[config.mk]
export PLATFORM = sky130hd
export DESIGN_NAME = price_rsi_and_trend_slope_core
export DESIGN_NICKNAME = d
export VERILOG_FILES = /design/src/sv/rsts_pkg.sv /design/src/sv/rsts_div.sv /design/src/sv/rsts_dp.sv /design/src/sv/rsts_ctrl.sv /design/src/sv/price_rsi_and_trend_slope_core.sv
export SDC_FILE = /design/constraint.sdc
export NUM_CORES = 2
export LEC_CHECK = 0
export ABC_CLOCK_PERIOD_IN_PS = 20700
export BUFFER_PORTS_ARGS = -buffer_cell sky130_fd_sc_hd__buf_2
export CORE_MARGIN = 2
export CORE_UTILIZATION = 65
export DETAILED_ROUTE_END_ITERATION = 12
export PLACE_DENSITY = 0.82
export SETUP_SLACK_MARGIN = 0.15
export SLEW_MARGIN = 20
export SYNTH_ARGS = -nofsm -noshare
export SYNTH_HDL_FRONTEND = slang
export SYNTH_SLANG_ARGS = --single-unit
[constraint.sdc]
create_clock -name aclk -period 20.7 [get_ports aclk]
set_input_delay 3.105 -clock aclk [delete_from_list [all_inputs] [get_ports aclk]]
set_output_delay 3.105 -clock aclk [all_outputs]
set_load 0.1 [all_outputs]
[src/sv/rsts_pkg.sv]
// shared constants, widths and control structs of the rsi and trend slope core
package rsts_pkg;

    // window and indicator lengths
    localparam int PRICE_W      = 32;
    localparam int RSI_LEN      = 14;
    localparam int SLOPE_LEN    = 10;
    localparam int WINDOW_DEPTH = 16;

    // output formats
    localparam int RSI_W          = 23;
    localparam int SLOPE_W        = 32;
    localparam int FRAC_BITS      = 24;
    localparam int INT_BITS       = 7;
    localparam int RSI_FULL_SCALE = 6553600;
    localparam int RSI_HALF_SCALE = 3276800;
    localparam int RSI_PCT        = 100;
    localparam int RSI_FRAC_BITS  = 16;

    // scan geometry: positions run oldest first over the newest SCAN_LEN prices
    localparam int RSI_SPAN    = RSI_LEN + 1;
    localparam int SPAN_MAX    = (RSI_SPAN > SLOPE_LEN) ? RSI_SPAN : SLOPE_LEN;
    localparam int SCAN_LEN    = (SPAN_MAX < WINDOW_DEPTH) ? SPAN_MAX : WINDOW_DEPTH;
    localparam int RSI_START   = (SCAN_LEN > RSI_LEN) ? SCAN_LEN - 1 - RSI_LEN : 0;
    localparam int SLOPE_START = (SCAN_LEN >= SLOPE_LEN) ? SCAN_LEN - SLOPE_LEN : 0;

    localparam int ADDR_W = $clog2(WINDOW_DEPTH);
    localparam int CNT_W  = $clog2(WINDOW_DEPTH + 1);
    localparam int POS_W  = $clog2(SCAN_LEN);

    // rsi sums and division operands
    localparam int GL_W    = PRICE_W + $clog2(RSI_LEN + 1);
    localparam int G100_W  = GL_W + $clog2(RSI_PCT + 1);
    localparam int RSI_N_W = GL_W + RSI_W;
    localparam int RSI_Q_W = RSI_W;

    // regression constants over x = 0 .. n-1
    localparam int SX     = SLOPE_LEN * (SLOPE_LEN - 1) / 2;
    localparam int SX2    = (SLOPE_LEN - 1) * SLOPE_LEN * (2 * SLOPE_LEN - 1) / 6;
    localparam int DEN    = SLOPE_LEN * SX2 - SX * SX;
    localparam int IDX_W  = $clog2(SLOPE_LEN);
    localparam int SY_W   = PRICE_W + $clog2(SLOPE_LEN + 1);
    localparam int SXY_W  = PRICE_W + $clog2(SX + 1);
    localparam int NSXY_W = SXY_W + $clog2(SLOPE_LEN + 1);
    localparam int SXSY_W = SY_W + $clog2(SX + 1);
    localparam int MAG_W  = (NSXY_W > SXSY_W) ? NSXY_W : SXSY_W;
    localparam int NUM_W  = MAG_W + 1;
    localparam int A_W    = MAG_W + $clog2(SLOPE_LEN + 1);
    localparam int DEN_W  = $clog2(DEN + 1);
    localparam int B_W    = SY_W + DEN_W;
    localparam int SAT_W  = (A_W > B_W + INT_BITS) ? A_W : B_W + INT_BITS;
    localparam int SLOPE_Q_W = INT_BITS + FRAC_BITS;

    // shared serial divider geometry
    localparam int DIV_R_W   = (RSI_N_W > B_W + INT_BITS) ? RSI_N_W : B_W + INT_BITS;
    localparam int DIV_Q_W   = (SLOPE_Q_W > RSI_Q_W) ? SLOPE_Q_W : RSI_Q_W;
    localparam int DIV_CNT_W = $clog2(DIV_Q_W + 1);

    // controller to datapath commands
    typedef struct packed {
        logic             accept;
        logic             scan_rd;
        logic [POS_W-1:0] scan_pos;
        logic             prep1;
        logic             prep2;
        logic             prep3;
        logic             prep4;
        logic             out_load;
    } dp_cmd_t;

    // datapath to controller status
    typedef struct packed {
        logic div_busy;
        logic out_free;
    } dp_sts_t;

endpackage

[src/sv/rsts_div.sv]
// serial restoring divider, one quotient bit per cycle
module rsts_div
    import rsts_pkg::*;
(
    input  logic                 aclk,
    input  logic                 aresetn,
    input  logic                 start,
    input  logic [DIV_CNT_W-1:0] steps,
    input  logic [DIV_R_W-1:0]   rem_init,
    input  logic [DIV_R_W-1:0]   dvs_init,
    output logic                 busy,
    output logic [DIV_Q_W-1:0]   quo
);

    logic [DIV_CNT_W-1:0] cnt_reg, cnt_next;
    logic [DIV_R_W-1:0]   rem_reg, rem_next;
    logic [DIV_R_W-1:0]   dvs_reg;
    logic [DIV_Q_W-1:0]   quo_reg, quo_next;
    logic                 ge;
    logic [DIV_R_W-1:0]   diff;

    // compare, subtract and shift the partial remainder
    always_comb begin
        ge       = rem_reg >= dvs_reg;
        diff     = ge ? rem_reg - dvs_reg : rem_reg;
        rem_next = diff << 1;
        quo_next = {quo_reg[DIV_Q_W-2:0], ge};
    end

    // step counter
    always_comb begin
        if (start) begin
            cnt_next = steps;
        end else if (cnt_reg != '0) begin
            cnt_next = cnt_reg - DIV_CNT_W'(1);
        end else begin
            cnt_next = cnt_reg;
        end
    end

    always_ff @(posedge aclk) begin
        if (!aresetn) begin
            cnt_reg <= '0;
        end else begin
            cnt_reg <= cnt_next;
        end
    end

    // operand registers
    always_ff @(posedge aclk) begin
        if (start) begin
            rem_reg <= rem_init;
            dvs_reg <= dvs_init;
            quo_reg <= '0;
        end else if (cnt_reg != '0) begin
            rem_reg <= rem_next;
            quo_reg <= quo_next;
        end
    end

    assign busy = cnt_reg != '0;
    assign quo  = quo_reg;

endmodule

[src/sv/rsts_dp.sv]
// datapath: price window memory, scan accumulators, operand prep, dividers, result register
module rsts_dp
    import rsts_pkg::*;
(
    input  logic                      aclk,
    input  logic                      aresetn,
    input  dp_cmd_t                   cmd,
    output dp_sts_t                   sts,
    input  logic [PRICE_W-1:0]        s_close_price,
    output logic                      m_valid,
    input  logic                      m_ready,
    output logic [RSI_W-1:0]          m_rsi_value,
    output logic signed [SLOPE_W-1:0] m_relative_slope,
    output logic                      m_slope_valid
);

    // window state
    logic [PRICE_W-1:0] window_mem [WINDOW_DEPTH];
    logic [ADDR_W-1:0]  wr_pos_reg, wr_pos_next;
    logic [CNT_W-1:0]   sample_count_reg, sample_count_next;
    logic [ADDR_W-1:0]  rd_addr_reg, rd_addr_next;
    logic [ADDR_W+1:0]  start_sum;
    logic [ADDR_W-1:0]  start_addr;

    // scan pipeline
    logic [PRICE_W-1:0] rd_data_reg;
    logic               rd_vld_reg;
    logic [POS_W-1:0]   rd_pos_reg;
    logic [PRICE_W-1:0] prev_reg;
    logic [IDX_W-1:0]   idx;
    logic [IDX_W+PRICE_W-1:0] prod;

    // accumulators
    logic [GL_W-1:0]  gain_reg, loss_reg;
    logic [SY_W-1:0]  sy_reg;
    logic [SXY_W-1:0] sxy_reg;

    // prep registers
    logic [G100_W-1:0]  g100_reg;
    logic [GL_W-1:0]    total_reg, total_sum;
    logic [NSXY_W-1:0]  nsxy_reg;
    logic [SXSY_W-1:0]  sxsy_reg;
    logic [B_W-1:0]     b_reg;
    logic [DIV_R_W-1:0] rsi_num_reg, rsi_dvs_reg;
    logic [NUM_W-1:0]   num;
    logic               neg_reg;
    logic [MAG_W-1:0]   mag_reg;
    logic [A_W-1:0]     a_reg;
    logic               sat_reg;
    logic [SAT_W-1:0]   sat_lhs, sat_rhs;

    // dividers
    logic               rsi_busy, slope_busy;
    logic [DIV_Q_W-1:0] rsi_quo, slope_quo;

    // result register
    logic                      m_valid_reg, m_valid_next;
    logic [RSI_W-1:0]          rsi_out_reg, rsi_out_next;
    logic [SLOPE_W-1:0]        slope_out_reg, slope_out_next;
    logic                      svalid_out_reg, svalid_out_next;
    logic                      rsi_full, slope_full;
    logic [SLOPE_W-1:0]        mag_ext;

    // window pointers and first scan address
    always_comb begin
        wr_pos_next = (wr_pos_reg == ADDR_W'(WINDOW_DEPTH - 1)) ? '0
                                                                : wr_pos_reg + ADDR_W'(1);
        sample_count_next = (sample_count_reg < CNT_W'(WINDOW_DEPTH))
                            ? sample_count_reg + CNT_W'(1) : sample_count_reg;
        start_sum  = {2'b00, wr_pos_reg} + (ADDR_W+2)'(WINDOW_DEPTH + 1 - SCAN_LEN);
        start_addr = (start_sum >= (ADDR_W+2)'(WINDOW_DEPTH))
                     ? ADDR_W'(start_sum - (ADDR_W+2)'(WINDOW_DEPTH))
                     : ADDR_W'(start_sum);
        if (cmd.accept) begin
            rd_addr_next = start_addr;
        end else if (cmd.scan_rd) begin
            rd_addr_next = (rd_addr_reg == ADDR_W'(WINDOW_DEPTH - 1)) ? '0
                                                                      : rd_addr_reg + ADDR_W'(1);
        end else begin
            rd_addr_next = rd_addr_reg;
        end
    end

    always_ff @(posedge aclk) begin
        if (!aresetn) begin
            wr_pos_reg       <= '0;
            sample_count_reg <= '0;
            rd_vld_reg       <= 1'b0;
        end else begin
            if (cmd.accept) begin
                wr_pos_reg       <= wr_pos_next;
                sample_count_reg <= sample_count_next;
            end
            rd_vld_reg <= cmd.scan_rd;
        end
    end

    // window memory, registered read
    always_ff @(posedge aclk) begin
        if (cmd.accept) begin
            window_mem[wr_pos_reg] <= s_close_price;
        end
        if (cmd.scan_rd) begin
            rd_data_reg <= window_mem[rd_addr_reg];
        end
        rd_addr_reg <= rd_addr_next;
        rd_pos_reg  <= cmd.scan_pos;
    end

    // x index within the slope window
    always_comb begin
        idx  = IDX_W'(rd_pos_reg - POS_W'(SLOPE_START));
        prod = (IDX_W+PRICE_W)'(idx) * (IDX_W+PRICE_W)'(rd_data_reg);
    end

    // gain, loss, sum y and sum xy over the scanned prices
    always_ff @(posedge aclk) begin
        if (cmd.accept) begin
            gain_reg <= '0;
            loss_reg <= '0;
            sy_reg   <= '0;
            sxy_reg  <= '0;
        end else if (rd_vld_reg) begin
            prev_reg <= rd_data_reg;
            if (rd_pos_reg > POS_W'(RSI_START)) begin
                if (rd_data_reg > prev_reg) begin
                    gain_reg <= gain_reg + GL_W'(rd_data_reg - prev_reg);
                end else begin
                    loss_reg <= loss_reg + GL_W'(prev_reg - rd_data_reg);
                end
            end
            if (rd_pos_reg >= POS_W'(SLOPE_START)) begin
                sy_reg  <= sy_reg + SY_W'(rd_data_reg);
                sxy_reg <= sxy_reg + SXY_W'(prod);
            end
        end
    end

    // operand prep over four steps
    always_comb begin
        total_sum = gain_reg + loss_reg;
        num       = NUM_W'(nsxy_reg) - NUM_W'(sxsy_reg);
        sat_lhs   = SAT_W'(a_reg);
        sat_rhs   = SAT_W'(b_reg) << INT_BITS;
    end

    always_ff @(posedge aclk) begin
        if (cmd.prep1) begin
            g100_reg  <= G100_W'(gain_reg) * G100_W'(RSI_PCT);
            total_reg <= total_sum;
            nsxy_reg  <= NSXY_W'(sxy_reg) * NSXY_W'(SLOPE_LEN);
            sxsy_reg  <= SXSY_W'(sy_reg) * SXSY_W'(SX);
            b_reg     <= B_W'(sy_reg) * B_W'(DEN);
        end
        if (cmd.prep2) begin
            rsi_num_reg <= (DIV_R_W'(g100_reg) << RSI_FRAC_BITS)
                           + DIV_R_W'(total_reg >> 1);
            rsi_dvs_reg <= DIV_R_W'(total_reg) << (RSI_Q_W - 1);
            neg_reg     <= num[NUM_W-1];
            mag_reg     <= num[NUM_W-1] ? MAG_W'(-num) : MAG_W'(num);
        end
        if (cmd.prep3) begin
            a_reg <= A_W'(mag_reg) * A_W'(SLOPE_LEN);
        end
        if (cmd.prep4) begin
            sat_reg <= sat_lhs >= sat_rhs;
        end
    end

    // rsi ratio: first quotient bit weighs 2^22
    rsts_div u_rsi_div (
        .aclk     (aclk),
        .aresetn  (aresetn),
        .start    (cmd.prep4),
        .steps    (DIV_CNT_W'(RSI_Q_W)),
        .rem_init (rsi_num_reg),
        .dvs_init (rsi_dvs_reg),
        .busy     (rsi_busy),
        .quo      (rsi_quo)
    );

    // slope ratio: first quotient bit weighs 2^6, last 2^-24
    rsts_div u_slope_div (
        .aclk     (aclk),
        .aresetn  (aresetn),
        .start    (cmd.prep4),
        .steps    (DIV_CNT_W'(SLOPE_Q_W)),
        .rem_init (DIV_R_W'(a_reg)),
        .dvs_init (DIV_R_W'(b_reg) << (INT_BITS - 1)),
        .busy     (slope_busy),
        .quo      (slope_quo)
    );

    // final result selection
    always_comb begin
        rsi_full   = 32'(sample_count_reg) >= 32'(RSI_SPAN);
        slope_full = 32'(sample_count_reg) >= 32'(SLOPE_LEN);
        mag_ext    = SLOPE_W'(slope_quo[SLOPE_Q_W-1:0]);

        priority if (!rsi_full) begin
            rsi_out_next = RSI_W'(RSI_HALF_SCALE);
        end else if (loss_reg == '0) begin
            rsi_out_next = RSI_W'(RSI_FULL_SCALE);
        end else begin
            rsi_out_next = rsi_quo[RSI_W-1:0];
        end

        priority if (!slope_full || sy_reg == '0) begin
            slope_out_next  = '0;
            svalid_out_next = 1'b0;
        end else if (sat_reg) begin
            slope_out_next  = neg_reg ? {1'b1, {(SLOPE_W-1){1'b0}}}
                                      : {1'b0, {(SLOPE_W-1){1'b1}}};
            svalid_out_next = 1'b1;
        end else begin
            slope_out_next  = neg_reg ? SLOPE_W'(0) - mag_ext : mag_ext;
            svalid_out_next = 1'b1;
        end

        if (cmd.out_load) begin
            m_valid_next = 1'b1;
        end else if (m_ready) begin
            m_valid_next = 1'b0;
        end else begin
            m_valid_next = m_valid_reg;
        end
    end

    always_ff @(posedge aclk) begin
        if (!aresetn) begin
            m_valid_reg <= 1'b0;
        end else begin
            m_valid_reg <= m_valid_next;
        end
    end

    always_ff @(posedge aclk) begin
        if (cmd.out_load) begin
            rsi_out_reg    <= rsi_out_next;
            slope_out_reg  <= slope_out_next;
            svalid_out_reg <= svalid_out_next;
        end
    end

    assign sts.div_busy     = rsi_busy || slope_busy;
    assign sts.out_free     = !m_valid_reg || m_ready;
    assign m_valid          = m_valid_reg;
    assign m_rsi_value      = rsi_out_reg;
    assign m_relative_slope = $signed(slope_out_reg);
    assign m_slope_valid    = svalid_out_reg;

endmodule

[src/sv/rsts_ctrl.sv]
// controller: sequences accept, window scan, operand prep, division and result load
module rsts_ctrl
    import rsts_pkg::*;
(
    input  logic    aclk,
    input  logic    aresetn,
    input  logic    s_valid,
    output logic    s_ready,
    input  dp_sts_t sts,
    output dp_cmd_t cmd
);

    localparam logic [3:0] ST_IDLE  = 4'd0;
    localparam logic [3:0] ST_SCAN  = 4'd1;
    localparam logic [3:0] ST_DRAIN = 4'd2;
    localparam logic [3:0] ST_PREP1 = 4'd3;
    localparam logic [3:0] ST_PREP2 = 4'd4;
    localparam logic [3:0] ST_PREP3 = 4'd5;
    localparam logic [3:0] ST_PREP4 = 4'd6;
    localparam logic [3:0] ST_DIV   = 4'd7;
    localparam logic [3:0] ST_OUT   = 4'd8;

    localparam logic [POS_W-1:0] SCAN_LAST = POS_W'(SCAN_LEN - 1);

    logic [3:0]       state_reg, state_next;
    logic [POS_W-1:0] pos_reg, pos_next;

    // next state and commands
    always_comb begin
        state_next   = state_reg;
        pos_next     = pos_reg;
        cmd          = '0;
        cmd.scan_pos = pos_reg;
        s_ready      = 1'b0;
        unique case (state_reg)
            ST_IDLE: begin
                s_ready    = 1'b1;
                cmd.accept = s_valid;
                if (s_valid) begin
                    pos_next   = '0;
                    state_next = ST_SCAN;
                end
            end
            ST_SCAN: begin
                cmd.scan_rd = 1'b1;
                if (pos_reg == SCAN_LAST) begin
                    state_next = ST_DRAIN;
                end else begin
                    pos_next = pos_reg + POS_W'(1);
                end
            end
            ST_DRAIN: begin
                state_next = ST_PREP1;
            end
            ST_PREP1: begin
                cmd.prep1  = 1'b1;
                state_next = ST_PREP2;
            end
            ST_PREP2: begin
                cmd.prep2  = 1'b1;
                state_next = ST_PREP3;
            end
            ST_PREP3: begin
                cmd.prep3  = 1'b1;
                state_next = ST_PREP4;
            end
            ST_PREP4: begin
                cmd.prep4  = 1'b1;
                state_next = ST_DIV;
            end
            ST_DIV: begin
                if (!sts.div_busy) begin
                    state_next = ST_OUT;
                end
            end
            ST_OUT: begin
                if (sts.out_free) begin
                    cmd.out_load = 1'b1;
                    state_next   = ST_IDLE;
                end
            end
            default: begin
                state_next = ST_IDLE;
            end
        endcase
    end

    always_ff @(posedge aclk) begin
        if (!aresetn) begin
            state_reg <= ST_IDLE;
            pos_reg   <= '0;
        end else begin
            state_reg <= state_next;
            pos_reg   <= pos_next;
        end
    end

`ifndef SYNTHESIS
    // a new beat never lands while a division is running
    a_accept_div_idle: assert property (@(posedge aclk) disable iff (!aresetn)
        cmd.accept |-> !sts.div_busy)
        else $error("input beat accepted while divider busy");

    // result register is only loaded when it is free
    a_load_free: assert property (@(posedge aclk) disable iff (!aresetn)
        cmd.out_load |-> sts.out_free)
        else $error("result register overwritten");

    // scan position steps by one each cycle
    a_scan_step: assert property (@(posedge aclk) disable iff (!aresetn)
        (state_reg == ST_SCAN && pos_reg != SCAN_LAST)
        |=> (state_reg == ST_SCAN && pos_reg == $past(pos_reg) + POS_W'(1)))
        else $error("scan position skipped");

    // dividers start right after the last prep step
    a_div_started: assert property (@(posedge aclk) disable iff (!aresetn)
        (state_reg == ST_PREP4) |=> sts.div_busy)
        else $error("dividers did not start");
`endif

endmodule

[src/sv/price_rsi_and_trend_slope_core.sv]
// top level of the price rsi and trend slope core
//
// One closing price per input beat on s_valid/s_ready/s_close_price; one result
// beat per price on m_valid/m_ready with m_rsi_value (unsigned Q7.16),
// m_relative_slope (signed Q7.24, saturated) and m_slope_valid.
// Each price is written into a 16-entry circular window, then the newest
// SCAN_LEN prices (15 here) are read back through the single memory read
// port, one per cycle, to build gain, loss, sum y and sum xy.
// Four prep steps form the division operands, then two serial dividers run
// side by side; the 31-step slope divider sets the length of that phase.
// A new price is taken only after the result of the previous one has been
// loaded into the result register.
// s_ready is high only while the core is idle; the result register lets the
// next price be accepted while the previous result still waits on m_ready.
// If the receiver stalls, the finished result waits in the dividers while the
// controller holds until the result register frees up; nothing is dropped.
// Synchronous active-low reset clears the window pointer and sample count,
// so both indicators restart from their not-full values.
module price_rsi_and_trend_slope_core
    import rsts_pkg::*;
(
    input  logic                      aclk,
    input  logic                      aresetn,
    input  logic                      s_valid,
    output logic                      s_ready,
    input  logic [PRICE_W-1:0]        s_close_price,
    output logic                      m_valid,
    input  logic                      m_ready,
    output logic [RSI_W-1:0]          m_rsi_value,
    output logic signed [SLOPE_W-1:0] m_relative_slope,
    output logic                      m_slope_valid
);

    dp_cmd_t cmd;
    dp_sts_t sts;

    // sequencer
    rsts_ctrl u_ctrl (
        .aclk    (aclk),
        .aresetn (aresetn),
        .s_valid (s_valid),
        .s_ready (s_ready),
        .sts     (sts),
        .cmd     (cmd)
    );

    // window, arithmetic and result register
    rsts_dp u_dp (
        .aclk             (aclk),
        .aresetn          (aresetn),
        .cmd              (cmd),
        .sts              (sts),
        .s_close_price    (s_close_price),
        .m_valid          (m_valid),
        .m_ready          (m_ready),
        .m_rsi_value      (m_rsi_value),
        .m_relative_slope (m_relative_slope),
        .m_slope_valid    (m_slope_valid)
    );

endmodule
---- Word level (Yosys, flattened, before mapping) ----
Memory sizes are Yosys's and may differ from the RTL's. A register that Yosys moved wholly into a read port is not among the register bits.
Cells that the tools add are included.
storage, ports and cells
  input port bits ......................... 36
  memories ................................ 1
  bits in registers ....................... 914
  output and inout bits ................... 58
  logic and storage cells ................. 163
  memory bits (writable) .................. 512
memory list
  memory           depth  bits a word  rd ports  clocked after Yosys merged registers in  write ports  RTL line       RTL
  u_dp.window_mem  16     32           1         1                                        1            rsts_dp.sv:18  logic [PRICE_W-1:0] window_mem [WINDOW_DEPTH];
cells by class
  reductions and logical operators ........ 24
  add/subtract/negate cells ............... 22
  equality and inequality tests ........... 16
  mux-type cells .......................... 42
  bitwise operators ....................... 4
  order comparisons ....................... 10
  multiply operators ...................... 6
operator list
  cell                    number
  $mux 59                 2
  $mux 58                 2
  $add 36x36->36          3
  $mux 32                 3
  $mux 46                 2
  $logic_not 36->1        2
  $sub 32x32->33          2
  $add 59x35->59          1
  $ge 59x52->1            1
  $ge 59x58->1            1
  $sub 58x52->58          1
  $sub 58x58->58          1
  $ge 46x53->1            1
  $mul 36x10->46 const B  1
  $mul 42x3->45 const B   1
  $mux 4                  11
  $sub 42x42->43          1
  $mul 36x6->42 const B   1
  $mux 42                 1
  $neg 42->42             1
  $mul 36x5->41 const B   1
  $mul 38x3->41 const B   1
  $add 38x36->38          1
  $add 36x32->36          1
  other kinds (35)        81

---- Longest topological paths before layout ----
  word-level depth ........................ 5
  mapped depth ............................ 27
  mapped depth without buffers ............ 27

---- Hierarchy ----
From an unflattened synthesis, not the netlist that was laid out.
second synthesis, totals
  cells, all modules ...................... 9673
  area total of the unflattened synthesis .. 101643.7 um^2
by module, submodules not included
  module                        seq. area each (um^2)  area an instance (um^2)  cells each  times used
  rsts_dp                       33432.1                81052.7                  7354        1
  rsts_div at u_dp.u_slope_div  4264.1                 10033.4                  1134        1
  rsts_div at u_dp.u_rsi_div    4264.1                 9997.1                   1122        1
  rsts_ctrl                     160.2                  560.5                    63          1

---- Worst setup path after synthesis ----
No wires, ideal clock.
  path kind ............................... register to register
  start ................................... register u_ctrl.state_reg[1]
  end ..................................... register u_dp.b_reg[0], enable pin
  path slack .............................. 4343 ps
  cell stages (with the launch flop) ...... 3
  arrival ................................. 15297 ps
  data required time ...................... 19640 ps
  period minus slack after synthesis ...... 16357 ps
  buffers on the path ..................... 1
  setup time .............................. 1060 ps
  cell sequence ........................... dfxtp_1 clkbuf_1 nor3b_1
on the way
  cells in the longest elaborated chain, start to end .. 2
RTL lines
  what                    RTL line         RTL
  start, declared         rsts_ctrl.sv:25  logic [3:0] state_reg, state_next;
  start signal, assigned  rsts_ctrl.sv:93  state_reg <= state_next;
  $eq 4x2->1              rsts_ctrl.sv:35  unique case (state_reg)
  $mux 1                  rsts_ctrl.sv:35
  end signal, assigned    rsts_dp.sv:153   b_reg <= B_W'(sy_reg) * B_W'(DEN);
  end, declared           rsts_dp.sv:43    logic [B_W-1:0] b_reg;
Every way passes these cells.
A chain may end at the register's enable or synchronous reset.

---- Final worst setup path ----
  start ................................... register u_dp.rd_pos_reg[0]
  end ..................................... register u_dp.sxy_reg[34]
on the way
  cells in the longest elaborated chain, start to end .. 3
  elaborated cells on any way between the ends .. 5
  classes of those cells .................. 2 x add/sub; 1 x mul; 1 x order compare; 1 x reduce/logical
RTL lines
  what                    RTL line        RTL
  start, declared         rsts_dp.sv:28   logic [POS_W-1:0] rd_pos_reg;
  start signal, assigned  rsts_dp.sv:107  rd_pos_reg <= cmd.scan_pos;
  $sub 4x3->4             rsts_dp.sv:112  idx = IDX_W'(rd_pos_reg - POS_W'(SLOPE_START));
  $mul 4x32->36           rsts_dp.sv:113  prod = (IDX_W+PRICE_W)'(idx) * (IDX_W+PRICE_W)'(rd_data_reg);
  $add 38x36->38          rsts_dp.sv:134  sxy_reg <= sxy_reg + SXY_W'(prod);
  end signal, assigned    rsts_dp.sv:134
  end, declared           rsts_dp.sv:36   logic [SXY_W-1:0] sxy_reg;
Several ways; a longest one is shown, not always the timed one.

==> flow_summary.yaml <==
clock_tree:
  tritoncts: "built"
  clock_path_buffers: 3
  ctsResizeCount: 0
  path_clk_slew_ns: 0.06
  clockRootBuffer: "clkbuf_16"
  cts_hold_buf: 0
  post-cts-setup-buffers: 0
  cts_buffers: 150
  clock_sinks: 1438
  htreeDepth: 4
  clk_latency_ns: 0.86
grt:
  grt.overflow.total: 0
  grt_pass1_wl_microns: 381800
  grt_pass1_vias: 68400
  grt_max_degree: 162
  antenna_found_initial: 10
  grtUsageTotal_pct: 32.14
timing:
  final.setup.tns_ns: 0
  finClkSkew_ns: 0.08957
  tightest_slew_ns: 1.157
  grt_setup_unrepaired: "false"
  relSlewSlack_pct: 22.85
  max_freq_mhz: 142.2
  final-hold-violation-count: 0
  fin_crit_ns: 7.030
  drv_slew: 0
  setup_violations: 0
  timing.final.crit_share_pct: 33.96
layout:
  largest_reg_flops: 512
  final_cell_mix: "1,192 x edfxtp_1, 1,134 x inv_1, 948 x ha_1"
  final_nets: 10430
  syn2layout_area_growth_pct: 7.909
  drive_gt1_share_pct: 6.632
  layout_commonest_cell: "edfxtp_1"
  multi_input_area_sq_um: 50710
  n_fill_cell: 10130
  seqCellArea_sq_um: 40720
min_path:
  worstHoldPathCells: 0
  min_to: "u_dp.rd_pos_reg[1]"
  min_from: "u_ctrl.pos_reg[1]"
  min_path_type: "flop to flop"
worst_setup_path:
  regToRegEndpoint: "u_dp.sxy_reg[34]"
  path_max_fanout: 34
  r2r_setup_slack_ns: 13.67
  worstPathArrival_ns: 7.79
  ff2ff_path_depth: 21
  required_ns: 21.46
  worstReg2RegStart: "u_dp.rd_pos_reg[0]"
  start_kind: "flop"
  endpoint_kind: "flop"
  path_class: "flop to flop"
detailed_routing:
  drt_first_iter_violations: 5833
  route.vias.total: 69440
  wl_per_cell_microns: 21.85
  dr_wl_met3_microns: 17190
  met1_length_microns: 98400
  wl_met2_microns: 116000
  drtPass1Iterations: 8
  drtAntennaViolNets: 0
  vias_per_cell: 6.222
  top_layer: "met5"
  wl_microns: 243900
  drc: 0
power:
  p_leak_uw: 0.04550
  p_per_area_nw_per_um2: 98.08
  clock_power_share_pct: 26.9
  power_uw: 10200
  swShare_pct: 35.99
  switchingPower_uw: 3672
  combPwrFrac_pct: 36.8
  ir_worst_vdd_uv: 106.4
  p_int_uw: 6530
  p_seq_share_pct: 36.3
flow_run:
  drv_cap: 0
floorplan:
  core_area_sq_um: 147500
  die_y_microns: 389.1
  start_util_pct: 65.36
  ioPinCount: 94
  die_area_sq_um: 151400
  rows: 141
  die_w_microns: 389.1
synth:
  synthTopCellsByArea: "edfxtp_1 37%, ha_1 12%, fa_1 6.8%"
  syn_inst: 9064
  synth-edff-count: 1192
  yosysUniqueCellTypes: 93
  avgSynthCellArea_sq_um: 10.64
  ys.flop_type: "edfxtp_1"
  synth_top_cell_by_area: "edfxtp_1"
  synth-seq-cells: 1438
  netlist_area_sq_um: 96400
  synth_top_area_share_pct: 37.13
  yosysWarnings: 0
  async_reset_ff_share_pct: 0
  syn-num-nets: 10380
  synth_seq_area_share_pct: 42.24
outcome:
  status: "finished, final reports clean"
placed_design:
  portBuffers: 93
  dp_hpwl_microns: 171900
  gp_congestion: 0.9565
==> Yosys cell counts, types with 86 or more instances <==
| library cell | n |
|---|---|
| edfxtp_1 | 1192 |
| inv_1 | 1134 |
| ha_1 | 949 |
| a21oi_1 | 713 |
| nand2_1 | 689 |
| nor2_1 | 626 |
| xnor2_1 | 384 |
| o21ai_0 | 345 |
| fa_1 | 329 |
| a21o_1 | 323 |
| dfxtp_1 | 246 |
| clkbuf_1 | 213 |
| xor2_1 | 187 |
| mux4_2 | 160 |
| and2_1 | 126 |
| nand3_1 | 113 |
| nand2b_1 | 99 |
| nor3_1 | 96 |
| nor2b_1 | 87 |
| o21a_1 | 86 |
| o21bai_1 | 86 |
==> cells by family after synthesis <==
logic type / synth area share (%)
flip-flops: 42.24
AND/OR/NAND/NOR: 10.57
adder cells (fa/ha/maj): 19.15
buffers and inverters: 5.409
AO/OA/AOI/OAI: 13.20
multiplexers: 4.239
XOR/XNOR: 5.188
==> power by group through the flow <==
stage                     combinational, uW  sequential (uW)  clock (uW)
after global placement                 3550             3740           0
final                                  3750             3700        2750
after CTS                              3720             3700        2780
after global routing                   4160             3720        2880
after detailed placement               3650             3750           0
after floorplan                        2850             3660           0
==> critical path, stage by stage (launching register included) <==
cell and delay, ns:
dfxtp_1 0.32, buf_4 0.36, inv_1 0.14, ha_2 0.24, xnor2_2 0.63, nand2_1 0.17, fa_1 0.52, fa_1 0.51
fa_1 0.51, inv_1 0.04, ha_1 0.32, a21o_1 0.20, a2111oi_0 0.74, or4_1 0.26, a211oi_1 0.11, nor4_1 0.43
o31a_1 0.29, o21ai_0 0.25, a311oi_1 0.47, xnor2_1 0.18, nand2_1 0.07, a21oi_1 0.17
==> stage by stage <==
| stage | area (sq um) | setup WS, ns | utilization [%] | cells | hold WS [ns] |
|---|---|---|---|---|---|
| floorplan | 96400 | 4.343 | - | 9064 | 0.3643 |
| global placement | 98970 | 13.54 | 67.10 | 10890 | 0.3732 |
| detailed placement | 98970 | 13.66 | 67.11 | 10890 | 0.3885 |
| CTS | 103900 | 13.54 | 70.48 | 11160 | 0.3961 |
| global route | 104000 | 13.26 | 70.53 | 11160 | 0.4145 |
| finish | 104000 | 13.67 | 70.53 | 11160 | 0.3961 |
==> cell type report <==
type | instances | area share, %
multi-input cells | 6239 | 48.75
diodes | 3 | 0.007217
repair buffers | 146 | 0.8925
flip-flops and latches | 1438 | 39.15
inverters | 1136 | 4.104
clock buffers | 195 | 3.880
well taps | 1930 | 2.321
clock inverters | 74 | 0.8997
==> worst max path at each step <==
stage	startpoint	endpoint	slack (ns)
floorplan	u_ctrl.state_reg[1]	u_dp.b_reg[0]	4.34
global placement	u_dp.rd_pos_reg[0]	u_dp.sxy_reg[34]	13.54
detailed placement	u_dp.rd_pos_reg[0]	u_dp.sxy_reg[34]	13.66
CTS	u_dp.rd_pos_reg[0]	u_dp.sxy_reg[34]	13.54
global route	u_dp.rd_pos_reg[0]	u_dp.sxy_reg[34]	13.26
finish	u_dp.rd_pos_reg[0]	u_dp.sxy_reg[34]	13.67
==> layer usage <==
metal,track usage [%],up-vias
li1,-,32190
met1,41.92,33690
met2,52.92,2910
met3,5.185,652
met4,14.93,10
met5,0,-
Note: power is estimated with default switching activity, not from simulation.
